===== src/sv/cbvs_pkg.sv =====
`timescale 1ns / 1ps
`default_nettype none
// ----------------------------------------------------------------------------
// cbvs_pkg: shared types and constants for the column bitmask voxel store
// Port widths, default geometry, controller states and the command/status
// structs between the controller and the datapath.
// ----------------------------------------------------------------------------
package cbvs_pkg;

  // Default geometry
  localparam int CHUNK_SIDE_DEF       = 32;
  localparam int SLOTS_PER_COLUMN_DEF = 8;
  localparam int ID_BITS_DEF          = 16;

  // Height of one column, one mask bit per height
  localparam int MASK_HEIGHT = 32;

  // Stream payload widths
  localparam int COORD_W     = 5;
  localparam int IN_ID_W     = 16;
  localparam int IN_TDATA_W  = 32;
  localparam int PRIOR_W     = 16;
  localparam int OUT_TDATA_W = 16;

  // Request modes
  localparam logic MODE_READ  = 1'b0;
  localparam logic MODE_WRITE = 1'b1;

  // Controller states, one-hot
  typedef enum logic [3:0] {
    ST_CLEAR = 4'b0001,
    ST_IDLE  = 4'b0010,
    ST_RD    = 4'b0100,
    ST_CALC  = 4'b1000
  } cbvs_state_t;

  // Controller to datapath
  typedef struct packed {
    logic clear_step;  // zero one mask row, advance sweep counter
    logic load;        // capture request fields
    logic read;        // read the column's slot rows
    logic commit;      // write back the column on a write, load the result register
  } cbvs_cmd_t;

  // Datapath to controller
  typedef struct packed {
    logic clear_last;  // sweep counter sits on the last column
  } cbvs_stat_t;

endpackage : cbvs_pkg
`default_nettype wire


===== src/sv/cbvs_ctrl.sv =====
`timescale 1ns / 1ps
`default_nettype none
// ----------------------------------------------------------------------------
// cbvs_ctrl: sequencer for the voxel store
// Runs the post-reset mask clear, then walks each request through
// capture, column read and commit, and owns the result valid flag.
// ----------------------------------------------------------------------------
module cbvs_ctrl (
  input  wire                   clk,
  input  wire                   rst_n,
  input  wire                   in_tvalid,
  output logic                  in_tready,
  output logic                  out_tvalid,
  input  wire                   out_tready,
  output cbvs_pkg::cbvs_cmd_t   cmd,
  input  cbvs_pkg::cbvs_stat_t  stat
);
  import cbvs_pkg::*;

  cbvs_state_t state_r, state_nxt;
  logic        out_valid_r, out_valid_nxt;
  logic        out_free;

  assign out_free   = !out_valid_r || out_tready;
  assign in_tready  = (state_r == ST_IDLE);
  assign out_tvalid = out_valid_r;

  // Next state and commands
  always_comb begin
    state_nxt      = state_r;
    cmd            = '0;
    case (state_r)
      ST_CLEAR: begin
        cmd.clear_step = 1'b1;
        if (stat.clear_last) begin
          state_nxt = ST_IDLE;
        end
      end
      ST_IDLE: begin
        if (in_tvalid) begin
          cmd.load  = 1'b1;
          state_nxt = ST_RD;
        end
      end
      ST_RD: begin
        cmd.read  = 1'b1;
        state_nxt = ST_CALC;
      end
      ST_CALC: begin
        if (out_free) begin
          cmd.commit = 1'b1;
          state_nxt  = ST_IDLE;
        end
      end
      default: begin
        state_nxt = ST_CLEAR;
      end
    endcase
  end

  // Result valid: set on commit, dropped when taken
  always_comb begin
    out_valid_nxt = out_valid_r;
    if (cmd.commit) begin
      out_valid_nxt = 1'b1;
    end else if (out_tready) begin
      out_valid_nxt = 1'b0;
    end
  end

  always_ff @(posedge clk) begin
    if (!rst_n) begin
      state_r     <= ST_CLEAR;
      out_valid_r <= 1'b0;
    end else begin
      state_r     <= state_nxt;
      out_valid_r <= out_valid_nxt;
    end
  end

`ifndef NO_ASSERTIONS
  // An accepted request always goes on to the column read
  a_accept_reads: assert property (@(posedge clk) disable iff (!rst_n)
    (in_tvalid && in_tready) |=> (state_r == ST_RD))
    else $error("accepted request did not start a column read");

  // A column read is always followed by the compute state
  a_read_then_calc: assert property (@(posedge clk) disable iff (!rst_n)
    (state_r == ST_RD) |=> (state_r == ST_CALC))
    else $error("column read not followed by compute");

  // A commit always presents a result
  a_commit_valid: assert property (@(posedge clk) disable iff (!rst_n)
    cmd.commit |=> out_tvalid)
    else $error("commit did not present a result");

  // No request is taken while the mask clear runs
  a_no_accept_clear: assert property (@(posedge clk) disable iff (!rst_n)
    (state_r == ST_CLEAR) |-> (!in_tready && !out_tvalid))
    else $error("stream activity during mask clear");
`endif

endmodule : cbvs_ctrl
`default_nettype wire


===== config.mk =====
export PLATFORM = sky130hd
export DESIGN_NAME = cbvs_ctrl
export DESIGN_NICKNAME = d
export VERILOG_FILES = /design/src/sv/cbvs_pkg.sv /design/src/sv/cbvs_ctrl.sv
export SDC_FILE = /design/constraint.sdc
export NUM_CORES = 1
export LEC_CHECK = 0
export ABC_AREA = 1
export BUFFER_PORTS_ARGS = -buffer_cell sky130_fd_sc_hd__buf_2
export CAP_MARGIN = 20
export CORE_AREA = 5 5 42 44
export CTS_CLUSTER_SIZE = 20
export DETAILED_ROUTE_END_ITERATION = 7
export DIE_AREA = 0 0 47 49
export SYNTH_ARGS = -nofsm -noshare
export SYNTH_HDL_FRONTEND = slang
export SYNTH_SLANG_ARGS = --single-unit

===== constraint.sdc =====
create_clock -name clk -period 2.5 [get_ports clk]
set_input_delay 0.25 -clock clk [delete_from_list [all_inputs] [get_ports clk]]
set_output_delay 0.25 -clock clk [all_outputs]
set_load 0.01 [all_outputs]

==> run metrics <==
Worst Reg-to-Reg Cells=5; Worst EP arrival=1.15 ns; Final setup violation count=0; max_slew headroom=87.6%; H-tree depth=1; part of the power in registers=38.6%; Slew Limit Fails=0; routed len/inst=7.55 µm; Worst Setup Start Kind=flop; status=finished, final reports clean; most used cell along the critical path=nor2_1; Die H=49 µm; total gr overflow=0; # hold bufs at CTS=0; Total Power=245 µW; Synth warnings=0; NumNets Final=61; I/O pin count=11; gpl congestion=0.798; Post-DP HPWL=483 µm; CTS tree=built; Sw Ratio=29.7%; RSZ-0062 raised after global routing=false; Area contributors post-synth=dfxtp_1 (33%), nor2_2 (13%), inv_1 (11%); Initial Utilization=21.3%; Max Clock Skew=0.00132 ns; period utilization=55.9%; # diodes=0; Hold Path Stages=2; fraction of the yosys area taken by sequential cells=33.5%; Worst-Margin Slew=0.185 ns; Worst path slowest cell=dfxtp_1; DR iter-0 viols=2; Inserted Clock Buffers=3; setup TNS=0 ns; Post-Syn Area=299 µm²; top cell type's share of synthesized area=33.5%; Routed WL=536 µm; ys async rst share=0%; total track usage=5.71%; post-layout worst setup margin=1.10 ns; vias=274; crit path kind=flop to output pin; CP Capture Type=output pin; Worst VDD drop=0.000264 V; dpl ws=1.35 ns; clk slew on worst S/H paths=0.04 ns; share of cells above drive strength 1=45.5%; worst skew pair latency=0.24 ns; Most used DFF post-synth=dfxtp_1; HP Class=input pin to flop; vias per cell=3.86; ANT nets after route=0; vias in the first global route=261; Post-Syn Area per Cell=7.12 µm²; WP buf/inv=2; Comb pwr share=24.9%; synth cell count leaders=inv_1 (9), nor2_2 (6), dfxtp_1 (5), nand3_1 (5), nor2_1 (4); pin count of the biggest net entering global routing=5; P_sw=72.9 µW; Tmin final=1.40 ns; Layout area overhead=29.7%; CP required=2.25 ns; crit path cell chain=inv_1, nor2_1, nand2_1, nor2_1, buf_2; number of synthesized flops with an enable pin=0; row cnt=14; Core Area=1400 µm²; Initial DRT Pass Iterations=2; pwr/cell area=632 nW/µm²; antenna violations before repair=0; Syn Inst Count=42; synth unique cells=14; die area=2300 µm²; PostCTS Resize Cnt=0; DR DRC count=0; die extent in x=47 µm; Static Leak=0.000211 µW; Synth Net Count=47; post-CTS repair timing setup buffer count=0; Crit. path cell count=5; largest area contributor in the netlist=dfxtp_1; clk buf depth=2; CP peak stage delay=0.37 ns; Internal=172 µW; maximum fanout along the worst path=4; Port Buffers=10; fillcell total=165; CP delay by family, top=flip-flops; max cap viols=0; Final Hold Fails=0; first-pass GRT wire length=945 µm; maximum clock frequency=0.716 GHz; CTS root buffer=clkbuf_4; Seq cells post-synth=5; Clk pwr share=36.6%; Sinks on Clock Net=5; most common cell in the netlist=inv_1
[registers in the layout, summed over array words and instances, names as in the netlist]
register / count
state_r: 4
out_tvalid: 1
[placed cells by master (no fill, tap or decap), drive strengths merged]
cell,count
nand4,1
clkbuf,4
nand3,7
nor3,1
inv,10
buf,10
a21oi,1
nor2,12
dfxtp,5
nand2,4
[final timing paths]
kind	start	endpoint	slack, ns
setup / recovery	state_r[1]	cmd[2]	1.10
hold / removal	rst_n	state_r[0]	0.23
setup reg to reg	state_r[1]	state_r[0]	1.53
hold reg to reg	state_r[2]	state_r[3]	0.57
[stage by stage]
| stage | hold slack, ns | cells | cell area [µm²] | util, % |
|---|---|---|---|---|
| 3_5_place_dp | 0.469 | 67 | 362 | 25.8 |
| 3_3_place_gp | 0.468 | 67 | 362 | 25.8 |
| 4_1_cts | 0.229 | 71 | 388 | 27.7 |
| 6_report | 0.225 | 71 | 388 | 27.7 |
| 2_1_floorplan | 0.335 | 42 | 299 | - |
| 5_1_grt | 0.245 | 71 | 388 | 27.7 |
[power groups by stage]
| stage | Combinational, µW | Sequential [µW] | Clock (µW) |
|---|---|---|---|
| 6_report | 61.0 | 94.6 | 89.7 |
| 5_1_grt | 70.4 | 95.4 | 99.3 |
| 4_1_cts | 62.2 | 94.7 | 92.1 |
| 3_5_place_dp | 61.8 | 95.9 | 0 |
| 3_3_place_gp | 61.5 | 95.4 | 0 |
| 2_1_floorplan | 44.6 | 94.8 | 0 |
[cell families after synthesis]
group	synth area share, %
flip-flops	33.5
AND/OR/NAND/NOR	49.8
buffers and inverters	15.1
AO/OA/AOI/OAI	1.67
[layout make-up]
| type | instances | area (µm²) | area share (%) |
|---|---|---|---|
| timing repair buffer | 10 | 50.0 | 12.9 |
| multi-input combinational | 26 | 154 | 39.7 |
| clock buffer | 4 | 26.3 | 6.77 |
| inverter | 10 | 37.5 | 9.68 |
| sequential | 5 | 100 | 25.8 |
| tap | 16 | 20.0 | 5.16 |
[per-layer routing]
metal	wire [µm]	global-route usage, %	vias to the layer above
met3	46	1.48	2
met2	231	7.47	9
met5	0	0	-
met4	14	5.53	0
li1	-	-	154
met1	243	7.05	109
Note: power is estimated with default switching activity, not from simulation.
